[src/hw/rtl/cfd_pkg.sv]
// ----------------------------------------------------------------------------
// cfd_pkg
// Shared types and codes for the checksummed frame deframer.
// ----------------------------------------------------------------------------
package cfd_pkg;

   localparam int unsigned BYTE_W     = 8;
   localparam int unsigned WORD16_W   = 16;
   localparam int unsigned KIND_W     = 2;
   localparam int unsigned ERR_W      = 3;
   localparam int unsigned CSR_IDX_W  = 1;

   localparam logic [BYTE_W-1:0] START_BYTE_RST = 8'd85;
   localparam logic [BYTE_W-1:0] EXT_LINGO_RST  = 8'd4;

   // header bytes counted by the length field: lingo, command, trans id
   localparam logic [WORD16_W-1:0] HDR_LEN_SHORT = 16'd4;
   localparam logic [WORD16_W-1:0] HDR_LEN_EXT   = 16'd5;

   // packed widths of the result word
   localparam int unsigned RSP_DATA_BITS = 3 * BYTE_W + 2 * WORD16_W - BYTE_W + ERR_W;
   localparam int unsigned RSP_DATA_W    = ((RSP_DATA_BITS + 7) / 8) * 8;

   typedef enum logic [CSR_IDX_W-1:0] {
      CSR_START_BYTE = 1'd0,
      CSR_EXT_LINGO  = 1'd1
   } csr_index_type;

   typedef enum logic [KIND_W-1:0] {
      KIND_HEADER  = 2'd0,
      KIND_PAYLOAD = 2'd1,
      KIND_STATUS  = 2'd2
   } kind_type;

   typedef enum logic [ERR_W-1:0] {
      ERR_GOOD     = 3'd0,
      ERR_START    = 3'd1,
      ERR_CHECKSUM = 3'd2,
      ERR_TRUNC    = 3'd3,
      ERR_SHORT    = 3'd4
   } error_type;

   typedef enum logic [3:0] {
      PH_START   = 4'd0,
      PH_LEN1    = 4'd1,
      PH_LENHI   = 4'd2,
      PH_LENLO   = 4'd3,
      PH_LINGO   = 4'd4,
      PH_CMDHI   = 4'd5,
      PH_CMDLO   = 4'd6,
      PH_TIDHI   = 4'd7,
      PH_TIDLO   = 4'd8,
      PH_PAYLOAD = 4'd9,
      PH_TRAIL   = 4'd10,
      PH_DRAIN   = 4'd11
   } phase_type;

   typedef struct packed {
      logic [KIND_W-1:0]   kind;
      logic [BYTE_W-1:0]   lingo;
      logic [WORD16_W-1:0] command;
      logic [WORD16_W-1:0] txn_id;
      logic [BYTE_W-1:0]   payload_byte;
      logic                payload_last;
      logic [ERR_W-1:0]    error;
   } result_type;

endpackage

[src/hw/rtl/cfd_parser.sv]
// ----------------------------------------------------------------------------
// cfd_parser
// Per-byte frame state machine, checksum, header capture and result build.
// ----------------------------------------------------------------------------
module cfd_parser (
   input  logic                                clock,
   input  logic                                reset,
   input  logic                                in_accept,
   input  logic [cfd_pkg::BYTE_W-1:0]          data_byte,
   input  logic                                end_of_frame,
   input  logic                                csr_we,
   input  logic [cfd_pkg::CSR_IDX_W-1:0]       csr_index,
   input  logic [cfd_pkg::BYTE_W-1:0]          csr_data,
   output logic                                res_valid,
   output cfd_pkg::result_type                 res_data
);

   cfd_pkg::phase_type              phase_ff, phase_in;
   logic [cfd_pkg::BYTE_W-1:0]      start_byte_ff, ext_lingo_ff;
   logic [cfd_pkg::BYTE_W-1:0]      sum_ff, sum_in;
   logic [cfd_pkg::WORD16_W-1:0]    length_ff, length_in;
   logic [cfd_pkg::WORD16_W-1:0]    left_ff, left_in;
   logic [cfd_pkg::BYTE_W-1:0]      lingo_ff, lingo_in;
   logic [cfd_pkg::WORD16_W-1:0]    command_ff, command_in;
   logic [cfd_pkg::WORD16_W-1:0]    tid_ff, tid_in;
   cfd_pkg::error_type              pend_ff, pend_in;

   logic [cfd_pkg::BYTE_W-1:0]      sum_next;
   logic [cfd_pkg::WORD16_W-1:0]    need;
   logic [cfd_pkg::WORD16_W-1:0]    left_dec;
   logic                            is_ext;
   logic                            too_short;
   cfd_pkg::error_type              status_err;

   assign sum_next  = sum_ff + data_byte;
   assign is_ext    = (data_byte == ext_lingo_ff);
   assign need      = is_ext ? cfd_pkg::HDR_LEN_EXT : cfd_pkg::HDR_LEN_SHORT;
   assign too_short = (length_ff < need);
   assign left_dec  = left_ff - 16'd1;

   // status code for the last byte of the buffer, highest priority first
   always_comb begin
      if (phase_ff == cfd_pkg::PH_START) begin
         status_err = (data_byte != start_byte_ff) ? cfd_pkg::ERR_START : cfd_pkg::ERR_TRUNC;
      end else if (pend_ff == cfd_pkg::ERR_START) begin
         status_err = cfd_pkg::ERR_START;
      end else if (sum_next != '0) begin
         status_err = cfd_pkg::ERR_CHECKSUM;
      end else if (pend_ff == cfd_pkg::ERR_SHORT) begin
         status_err = cfd_pkg::ERR_SHORT;
      end else if (phase_ff != cfd_pkg::PH_TRAIL) begin
         status_err = cfd_pkg::ERR_TRUNC;
      end else begin
         status_err = cfd_pkg::ERR_GOOD;
      end
   end

   // next phase
   always_comb begin
      phase_in = phase_ff;
      if (in_accept) begin
         if (end_of_frame) begin
            phase_in = cfd_pkg::PH_START;
         end else begin
            unique case (phase_ff)
               cfd_pkg::PH_START:
                  phase_in = (data_byte != start_byte_ff) ? cfd_pkg::PH_DRAIN
                                                          : cfd_pkg::PH_LEN1;
               cfd_pkg::PH_LEN1:
                  phase_in = (data_byte != '0) ? cfd_pkg::PH_LINGO : cfd_pkg::PH_LENHI;
               cfd_pkg::PH_LENHI: phase_in = cfd_pkg::PH_LENLO;
               cfd_pkg::PH_LENLO: phase_in = cfd_pkg::PH_LINGO;
               cfd_pkg::PH_LINGO: begin
                  if (too_short) begin
                     phase_in = cfd_pkg::PH_DRAIN;
                  end else begin
                     phase_in = is_ext ? cfd_pkg::PH_CMDHI : cfd_pkg::PH_CMDLO;
                  end
               end
               cfd_pkg::PH_CMDHI: phase_in = cfd_pkg::PH_CMDLO;
               cfd_pkg::PH_CMDLO: phase_in = cfd_pkg::PH_TIDHI;
               cfd_pkg::PH_TIDHI: phase_in = cfd_pkg::PH_TIDLO;
               cfd_pkg::PH_TIDLO:
                  phase_in = (left_ff == '0) ? cfd_pkg::PH_TRAIL : cfd_pkg::PH_PAYLOAD;
               cfd_pkg::PH_PAYLOAD:
                  phase_in = (left_dec == '0) ? cfd_pkg::PH_TRAIL : cfd_pkg::PH_PAYLOAD;
               cfd_pkg::PH_TRAIL: phase_in = cfd_pkg::PH_TRAIL;
               cfd_pkg::PH_DRAIN: phase_in = cfd_pkg::PH_DRAIN;
               default:           phase_in = cfd_pkg::PH_START;
            endcase
         end
      end
   end

   // datapath and result
   always_comb begin
      sum_in     = sum_ff;
      length_in  = length_ff;
      left_in    = left_ff;
      lingo_in   = lingo_ff;
      command_in = command_ff;
      tid_in     = tid_ff;
      pend_in    = pend_ff;

      res_valid             = 1'b0;
      res_data.kind         = cfd_pkg::KIND_HEADER;
      res_data.lingo        = lingo_ff;
      res_data.command      = command_ff;
      res_data.txn_id       = tid_ff;
      res_data.payload_byte = '0;
      res_data.payload_last = 1'b0;
      res_data.error        = cfd_pkg::ERR_GOOD;

      if (in_accept) begin
         if (end_of_frame) begin
            res_valid      = 1'b1;
            res_data.kind  = cfd_pkg::KIND_STATUS;
            res_data.error = status_err;
            sum_in     = '0;
            length_in  = '0;
            left_in    = '0;
            lingo_in   = '0;
            command_in = '0;
            tid_in     = '0;
            pend_in    = cfd_pkg::ERR_GOOD;
         end else if (phase_ff == cfd_pkg::PH_START) begin
            if (data_byte != start_byte_ff) begin
               pend_in = cfd_pkg::ERR_START;
            end
         end else begin
            sum_in = sum_next;
            unique case (phase_ff)
               cfd_pkg::PH_LEN1: begin
                  if (data_byte != '0) begin
                     length_in = {8'd0, data_byte};
                  end
               end
               cfd_pkg::PH_LENHI: length_in = {data_byte, 8'd0};
               cfd_pkg::PH_LENLO: length_in = {length_ff[15:8], data_byte};
               cfd_pkg::PH_LINGO: begin
                  lingo_in   = data_byte;
                  command_in = '0;
                  if (too_short) begin
                     pend_in = cfd_pkg::ERR_SHORT;
                  end else begin
                     left_in = length_ff - need;
                  end
               end
               cfd_pkg::PH_CMDHI: command_in = {data_byte, 8'd0};
               cfd_pkg::PH_CMDLO: command_in = {command_ff[15:8], data_byte};
               cfd_pkg::PH_TIDHI: tid_in = {data_byte, 8'd0};
               cfd_pkg::PH_TIDLO: begin
                  tid_in            = {tid_ff[15:8], data_byte};
                  res_valid         = 1'b1;
                  res_data.txn_id   = {tid_ff[15:8], data_byte};
               end
               cfd_pkg::PH_PAYLOAD: begin
                  left_in               = left_dec;
                  res_valid             = 1'b1;
                  res_data.kind         = cfd_pkg::KIND_PAYLOAD;
                  res_data.payload_byte = data_byte;
                  res_data.payload_last = (left_dec == '0);
               end
               default: begin
               end
            endcase
         end
      end
   end

   always_ff @(posedge clock) begin
      if (reset) begin
         phase_ff      <= cfd_pkg::PH_START;
         start_byte_ff <= cfd_pkg::START_BYTE_RST;
         ext_lingo_ff  <= cfd_pkg::EXT_LINGO_RST;
         sum_ff        <= '0;
         length_ff     <= '0;
         left_ff       <= '0;
         lingo_ff      <= '0;
         command_ff    <= '0;
         tid_ff        <= '0;
         pend_ff       <= cfd_pkg::ERR_GOOD;
      end else begin
         phase_ff   <= phase_in;
         sum_ff     <= sum_in;
         length_ff  <= length_in;
         left_ff    <= left_in;
         lingo_ff   <= lingo_in;
         command_ff <= command_in;
         tid_ff     <= tid_in;
         pend_ff    <= pend_in;
         if (csr_we) begin
            unique case (cfd_pkg::csr_index_type'(csr_index))
               cfd_pkg::CSR_START_BYTE: start_byte_ff <= csr_data;
               cfd_pkg::CSR_EXT_LINGO:  ext_lingo_ff  <= csr_data;
               default: begin
               end
            endcase
         end
      end
   end

endmodule

[src/hw/rtl/cfd_out_reg.sv]
// ----------------------------------------------------------------------------
// cfd_out_reg
// Result register; frees itself in the same cycle the word is taken.
// ----------------------------------------------------------------------------
module cfd_out_reg (
   input  logic                 clock,
   input  logic                 reset,
   input  logic                 load,
   input  cfd_pkg::result_type  load_data,
   output logic                 space,
   output logic                 out_valid,
   input  logic                 out_ready,
   output cfd_pkg::result_type  out_data
);

   logic                 valid_ff, valid_in;
   cfd_pkg::result_type  data_ff;

   assign space     = !valid_ff || out_ready;
   assign out_valid = valid_ff;
   assign out_data  = data_ff;

   always_comb begin
      valid_in = valid_ff;
      if (load) begin
         valid_in = 1'b1;
      end else if (out_ready) begin
         valid_in = 1'b0;
      end
   end

   always_ff @(posedge clock) begin
      if (reset) begin
         valid_ff <= 1'b0;
      end else begin
         valid_ff <= valid_in;
      end
   end

   always_ff @(posedge clock) begin
      if (load) begin
         data_ff <= load_data;
      end
   end

endmodule

[src/hw/rtl/checksummed_frame_deframer.sv]
// ----------------------------------------------------------------------------
// checksummed_frame_deframer
// Length-prefixed frame parser with 8-bit additive checksum check.
// ----------------------------------------------------------------------------
//  channel  direction  handshake          contents
//  req      in         tvalid/tready      one received byte, tlast on last byte
//  rsp      out        tvalid/tready      header, payload byte or frame status
//  csr      in         we                 start byte, extended lingo
//
//  One byte per cycle while rsp is not stalled; every result is produced in the cycle its byte is
//  taken and sits in the result register in the next cycle.
//  Throughput is set by the single result register: a byte is taken whenever
//  that register is empty or being drained in the same cycle.
//  Synchronous reset restores both registers and returns to the start byte.
//  A stalled rsp side holds the result and blocks req until it is taken.
// ----------------------------------------------------------------------------
module checksummed_frame_deframer (
   input  logic                              clock,
   input  logic                              reset,
   input  logic                              req_tvalid,
   output logic                              req_tready,
   input  logic [7:0]                        req_tdata,   // data_byte
   input  logic                              req_tlast,   // end_of_frame
   output logic                              rsp_tvalid,
   input  logic                              rsp_tready,
   // lingo, command, txn_id, payload_byte, error, zero fill
   output logic [cfd_pkg::RSP_DATA_W-1:0]    rsp_tdata,
   output logic [cfd_pkg::KIND_W-1:0]        rsp_tuser,   // kind
   output logic                              rsp_tlast,   // payload_last
   input  logic                              csr_we,
   input  logic [cfd_pkg::CSR_IDX_W-1:0]     csr_index,
   input  logic [cfd_pkg::BYTE_W-1:0]        csr_data
);

   logic                 accept;
   logic                 res_valid;
   logic                 space;
   cfd_pkg::result_type  res_data;
   cfd_pkg::result_type  out_data;

   assign req_tready = space;
   assign accept     = req_tvalid && space;

   cfd_parser u_parser (
      .clock        (clock),
      .reset        (reset),
      .in_accept    (accept),
      .data_byte    (req_tdata),
      .end_of_frame (req_tlast),
      .csr_we       (csr_we),
      .csr_index    (csr_index),
      .csr_data     (csr_data),
      .res_valid    (res_valid),
      .res_data     (res_data)
   );

   cfd_out_reg u_out (
      .clock     (clock),
      .reset     (reset),
      .load      (res_valid),
      .load_data (res_data),
      .space     (space),
      .out_valid (rsp_tvalid),
      .out_ready (rsp_tready),
      .out_data  (out_data)
   );

   assign rsp_tuser = out_data.kind;
   assign rsp_tlast = out_data.payload_last;
   assign rsp_tdata = {{(cfd_pkg::RSP_DATA_W - cfd_pkg::RSP_DATA_BITS){1'b0}},
                       out_data.error,
                       out_data.payload_byte,
                       out_data.txn_id,
                       out_data.command,
                       out_data.lingo};

endmodule

[config.mk]
export PLATFORM = sky130hd
export DESIGN_NAME = checksummed_frame_deframer
export DESIGN_NICKNAME = d
export VERILOG_FILES = /design/src/hw/rtl/cfd_pkg.sv /design/src/hw/rtl/cfd_parser.sv /design/src/hw/rtl/cfd_out_reg.sv /design/src/hw/rtl/checksummed_frame_deframer.sv
export SDC_FILE = /design/constraint.sdc
export NUM_CORES = 1
export LEC_CHECK = 0
export BUFFER_PORTS_ARGS = -buffer_cell sky130_fd_sc_hd__clkbuf_2
export CAP_MARGIN = 20
export CORE_MARGIN = 4
export CORE_UTILIZATION = 50
export DETAILED_ROUTE_END_ITERATION = 8
export GPL_ROUTABILITY_DRIVEN = 0
export PLACE_DENSITY = 0.79
export SLEW_MARGIN = 20
export SYNTH_ARGS = -nofsm -noshare
export SYNTH_HDL_FRONTEND = slang
export SYNTH_HIERARCHICAL = 1
export SYNTH_SLANG_ARGS = --single-unit
[constraint.sdc]
create_clock -name clock -period 6 [get_ports clock]
set_input_delay 0.9 -clock clock [delete_from_list [all_inputs] [get_ports clock]]
set_output_delay 0.9 -clock clock [all_outputs]
set_load 0.05 [all_outputs]
== Yosys cells after proc, flatten, opt, wreduce, memory -nomap -nowiden ==
Cells that the tools add are included.
Storage, ports and cells
  flip-flop bits (word level): 158
  input port bits: 23
  output and inout bits: 61
  logic and storage cells: 141
Cells by class
  add/subtract/negate cells: 3
  order comparisons: 1
  equality and inequality tests: 23
  mux-type cells: 54
  bitwise logic cells: 3
  reduce and logical (&&, ||, !) cells: 35
Operators with widths (count)
  $mux W16: 10
  $pmux W16 S3: 2
  $pmux W16 S2: 2
  $mux W8: 6
  $pmux W4 S12: 1
  $mux W17: 2
  $mux W3: 11
  $logic_not A16 Y1: 2
  $mux W20: 1
  $reduce_and A4 Y1: 5
  $reduce_bool A3 Y1: 6
  $eq A4 B3 Y1 const B: 4
  $eq A4 B4 Y1 const B: 4
  $lt A16 B16 Y1: 1
  $reduce_bool A8 Y1: 2
  $sub A16 B1 Y16 const B: 1
  $sub A16 B16 Y16: 1
  $mux W2: 7
  $mux W4: 3
  $mux W9: 1
  $reduce_and A3 Y1: 3
  $add A8 B8 Y8: 1
  $eq A4 B2 Y1 const B: 2
  $eq A8 B8 Y1: 1
  other kinds (21): 40

== Logic depth before layout (Yosys ltp) ==
  depth after elaboration: 8
  mapped depth: 14
  gate-level depth less buffers: 12

== By module ==
The synthesis kept the hierarchy.
Modules (own cells, without submodules)
  cfd_parser: times used 1, cells an instance 732, area an instance 5698.0 um^2, seq. area each 2042.0 um^2
  cfd_out_reg: times used 1, cells an instance 58, area an instance 1667.8 um^2, seq. area each 1641.6 um^2
  checksummed_frame_deframer: times used 1, cells an instance 7, area an instance 47.5 um^2, seq. area each 0.0 um^2

== Worst setup path after synthesis ==
No wires, ideal clock.
  path type: input-to-reg
  start: in rsp_tready
  end: reg u_out.data_ff, in the netlist u_out/out_data[0], enable pin
  library setup time: 0.416 ns
  data arrival time: 3.244 ns
  required time: 5.584 ns
  slack: 2.340 ns
  stages on the path: 5
  cells stage by stage: nand2b_4 -> and2_1 -> buf_1 -> clkbuf_1 -> o21a_1
Between the ends
  cells in the longest elaborated chain, start to end: 3
Ends and longest elaborated chain
  start, declared: line checksummed_frame_deframer.sv:25  | input logic rsp_tready,
  $logic_or A1 B1 Y1: line cfd_out_reg.sv:19  | assign space = !valid_ff || out_ready;
  $logic_and A1 B1 Y1: line checksummed_frame_deframer.sv:42  | assign accept = req_tvalid && space;
  net accept: line checksummed_frame_deframer.sv:35  | logic accept;
  $mux W1: line cfd_parser.sv:114  | if (in_accept) begin
  net res_valid: line checksummed_frame_deframer.sv:36  | logic res_valid;
  end signal, assigned: line cfd_out_reg.sv:42  | data_ff <= load_data;
  end, declared: line cfd_out_reg.sv:17  | cfd_pkg::result_type data_ff;
The timed path passes the listed nets, and every way through them passes these cells.
A chain may end at the register's enable or synchronous reset.

== Worst setup path after layout ==
  start: in req_tdata[4]
  end: reg u_parser/left_ff[14] in the netlist's numbering
Between the ends
  cells in the longest elaborated chain, start to end: 7
  elaborated cells on any way between the ends: 10
Ends and longest elaborated chain
  start, declared: line checksummed_frame_deframer.sv:22  | input logic [7:0] req_tdata,
  $eq A8 B8 Y1 (*): line cfd_parser.sv:36  | assign is_ext = (data_byte == ext_lingo_ff);
  $mux W1 (*): line cfd_parser.sv:37  | assign need = is_ext ? cfd_pkg::HDR_LEN_EXT : cfd_pkg::HDR_LEN_SHORT;
  $sub A16 B16 Y16: line cfd_parser.sv:146  | left_in = length_ff - need;
  $mux W16: line cfd_parser.sv:143  | if (too_short) begin
  $pmux W16 S2: line cfd_parser.sv:132  | unique case (phase_ff)
  $mux W16: line cfd_parser.sv:126  | end else if (phase_ff == cfd_pkg::PH_START) begin
  $mux W16: line cfd_parser.sv:115  | if (end_of_frame) begin
  end signal, assigned: line cfd_parser.sv:187  | left_ff <= left_in;
  end, declared: line cfd_parser.sv:22  | logic [cfd_pkg::WORD16_W-1:0] left_ff, left_in;
Every way passes the cells marked *; elsewhere a longest branch is shown, timed or not. The select of a mux whose other input is x is not followed.

==> flow_summary.yaml <==
clocking:
  clk_pin_slew_worst_paths_ns: 0.06
  ctsHtreeMaxLevel: 4
  cts_sinks: 157
  cts_setup_buffers: 0
  ctsResizeCount: 0
  cts-root-buf: "clkbuf_16"
  max-clock-path-buffers: 2
  cts_tree: "done"
  cts_hold_buf: 0
  cts_inserted_buffers: 17
  clkLatencyLatePin_ns: 0.43
cells_and_area:
  fillers: 1268
  drive_gt1_frac: 0.160
  finish.instance_area_sq_um: 8380
  final_nets: 873
  area_growth_pct: 13.0
  n_antenna_cell: 0
critical_path:
  worstPathRequired_ns: 6.33
  crit_path_end_kind: "flip-flop"
  path_common_cell: "ha_1"
  worstSetupStartpointType: "input pin"
  reg2reg_depth: 6
  cp_cell_sequence: "clkbuf_2, xor2_1, nor4_1, nand2_1, inv_1, ha_1, ha_1, nor2b_1, nor3_4, nand2_4, a31oi_4, a21oi_2, o32ai_2"
  cp_max_fo: 11
  slowest_stage: "a31oi_4"
  slowest_delay_ns: 0.37
  arrival_ns: 3.50
  worstSetupPathType: "in2reg"
die:
  io_pins: 84
  core_region_area_sq_um: 14500
  dieWidth_um: 130
  fp-row-count: 44
  die_h_um: 130
  start_util: 0.510
  die-area_sq_um: 16800
pwr:
  p_sw_mw: 0.749
  p_comb_frac: 0.145
  leakagePower_nw: 3.26
  powerDensity_nw_per_um2: 316
  switching_share: 0.283
  peakVddDrop_mv: 0.212
  p_seq_frac: 0.444
  power.internal_mw: 1.90
  clock_power_share: 0.411
synthesis:
  yosys_warnings: 6
  ys_ff_latch: 157
  avgSynthCellArea_sq_um: 9.30
  yosysMostFrequentCell: "dfxtp_1"
  synth_area_sq_um: 7410
  synth_top_area_cell: "dfxtp_1"
  ys_types: 76
  synthTopCellsByCount: "103 x dfxtp_1, 97 x nand2_1, 91 x nor2_1"
  synth-async-reset-ratio: 0
  synthFlopType: "dfxtp_1"
  syn_inst: 797
  netlist_top_cells_area: "dfxtp_1 28%, edfxtp_1 22%, nand2_1 4.9%"
  yosys.area.top_type_share: 0.278
  synth_seq_area_share: 0.497
  synth_edf_count: 54
placement:
  post-dp-hpwl_um: 12200
  portBuffers: 78
  place_area_sq_um: 7770
detailed_routing:
  wl_per_cell_um: 17.3
  dr_total_vias: 6133
  drc: 0
  drtIter0Drc: 807
  ant_nets: 0
  first_pass_iters: 5
  viasPerCell: 5.93
  wl_um: 17900
global_routing:
  grt_max_degree: 61
  gr-max-usage-layer: "met2"
  grt_pass1_vias: 5529
  grtUsageMet2: 0.332
  grt_pass1_wl_um: 28400
  track_usage: 0.214
  met3_usage: 0.0458
  grt.met1_usage: 0.296
  antenna_found_initial: 0
  grt_remaining_overflow: 0
timing:
  finalSetupViolCount: 0
  rsz0062_at_grt: "false"
  worst_pin_slew_ns: 1.06
  timing.setup.tns_ns: 0
  slew_viol_final: 0
  max_freq_ghz: 0.316
  finalCritPeriodShare: 0.527
  slew_headroom: 0.290
  fin_crit_ns: 3.16
  fin_skew_ns: 0.0110
  hold_viol: 0
flow_run:
  maxCapViolations: 0
worst_hold_path:
  whs_path_depth: 0
  hold_class: "reg2reg"
outcome:
  status: "completed"
## metrics by stage
| step | setup slack [ns] | util | power, mW | hold WS [ns] | std cells |
|---|---|---|---|---|---|
| floorplan | 2.34 | - | 1.49 | 0.409 | 801 |
| global placement | 2.58 | 0.534 | 1.57 | 0.416 | 1002 |
| detailed placement | 2.51 | 0.534 | 1.57 | 0.419 | 1002 |
| CTS | 2.93 | 0.576 | 2.66 | 0.433 | 1034 |
| global route | 2.74 | 0.577 | 2.75 | 0.448 | 1035 |
| finish | 2.84 | 0.577 | 2.65 | 0.432 | 1035 |
## metal layers
layer | vias up | routed length (um) | part of all wire
met2 | 278 | 8360 | 0.47
met3 | 32 | 1330 | 0.074
met4 | 0 | 304 | 0.017
met5 | - | 0 | 0
li1 | 2941 | - | -
met1 | 2882 | 7890 | 0.44
## power by group through the flow
stage,clock (mW),sequential (mW),combinational [mW]
floorplan,0,1.25,0.243
global placement,0,1.20,0.372
detailed placement,0,1.20,0.376
CTS,1.10,1.17,0.379
global route,1.16,1.18,0.414
finish,1.09,1.17,0.385
## cells by family after synthesis
logic type	synth area share
AO/OA/AOI/OAI	0.164
buffers and inverters	0.0478
XOR/XNOR	0.0413
AND/OR/NAND/NOR	0.226
multiplexers	0.00287
adder cells (fa/ha/maj)	0.0213
other	0.000506
flip-flops	0.497
## path summary, 6_finish.rpt
path / startpoint / to / slack (ns)
setup / recovery: req_tdata[4] / u_parser/left_ff[14] / 2.84
hold / removal: u_parser/tid_ff[8] / u_out/out_data[20] / 0.43
setup reg to reg: u_out/out_valid / u_parser/command_ff[3] / 3.17
hold reg to reg: u_parser/tid_ff[8] / u_out/out_data[20] / 0.43
## worst max-delay path: cells and delay by family
family	cells	cell delay, ns
XOR/XNOR	1	0.19
adder cells (fa/ha/maj)	2	0.36
AO/OA/AOI/OAI	3	0.66
buffers and inverters	2	0.29
AND/OR/NAND/NOR	5	1.09
## registers in the layout, indices dropped and copies added, names as in the netlist
signal,count
u_parser/lingo_ff,8
u_parser/left_ff,16
u_out/out_data,54
u_parser/ext_lingo_ff,8
u_parser/pend_ff,2
u_parser/command_ff,16
u_out/out_valid,1
u_parser/start_byte_ff,8
u_parser/sum_ff,8
u_parser/length_ff,16
u_parser/phase_ff,4
u_parser/tid_ff,16
## area by class of cell
class / count / area [sq um] / share of cell area
sequential: 157 / 3680 / 0.440
inverter: 11 / 41.3 / 0.00493
timing repair buffer: 83 / 428 / 0.0511
clock inverter: 13 / 153 / 0.0182
tap: 184 / 230 / 0.0275
multi-input combinational: 568 / 3390 / 0.405
clock buffer: 19 / 453 / 0.0540
## cell usage in the layout, fill, tap and decap left out, drive strengths merged, types with 4 or more instances in the layout
| cell | Yosys | final |
|---|---|---|
| clkinv | 1 | 5 |
| inv | 10 | 15 |
| clkbuf | 40 | 96 |
| nor2b | 6 | 6 |
| dfxtp | 103 | 103 |
| a22oi | 11 | 11 |
| a32oi | 14 | 14 |
| a21oi | 68 | 68 |
| o21a | 6 | 6 |
| ha | 11 | 11 |
| conb | 1 | 5 |
| nand4 | 4 | 4 |
| o22ai | 6 | 6 |
| a211oi | 5 | 5 |
| a21o | 4 | 4 |
| or3 | 12 | 12 |
| nor2 | 91 | 91 |
| o21ai | 23 | 23 |
| nand2 | 98 | 98 |
| buf | 25 | 6 |
| nand2b | 13 | 13 |
| nand3b | 21 | 21 |
| xnor2 | 12 | 12 |
| and3 | 11 | 11 |
| xor2 | 23 | 23 |
| edfxtp | 54 | 54 |
| nor4 | 15 | 15 |
| o31ai | 17 | 17 |
| o2bb2ai | 5 | 5 |
| nor3 | 27 | 27 |
| nand3 | 12 | 12 |
(Power assumes the default switching activity.)
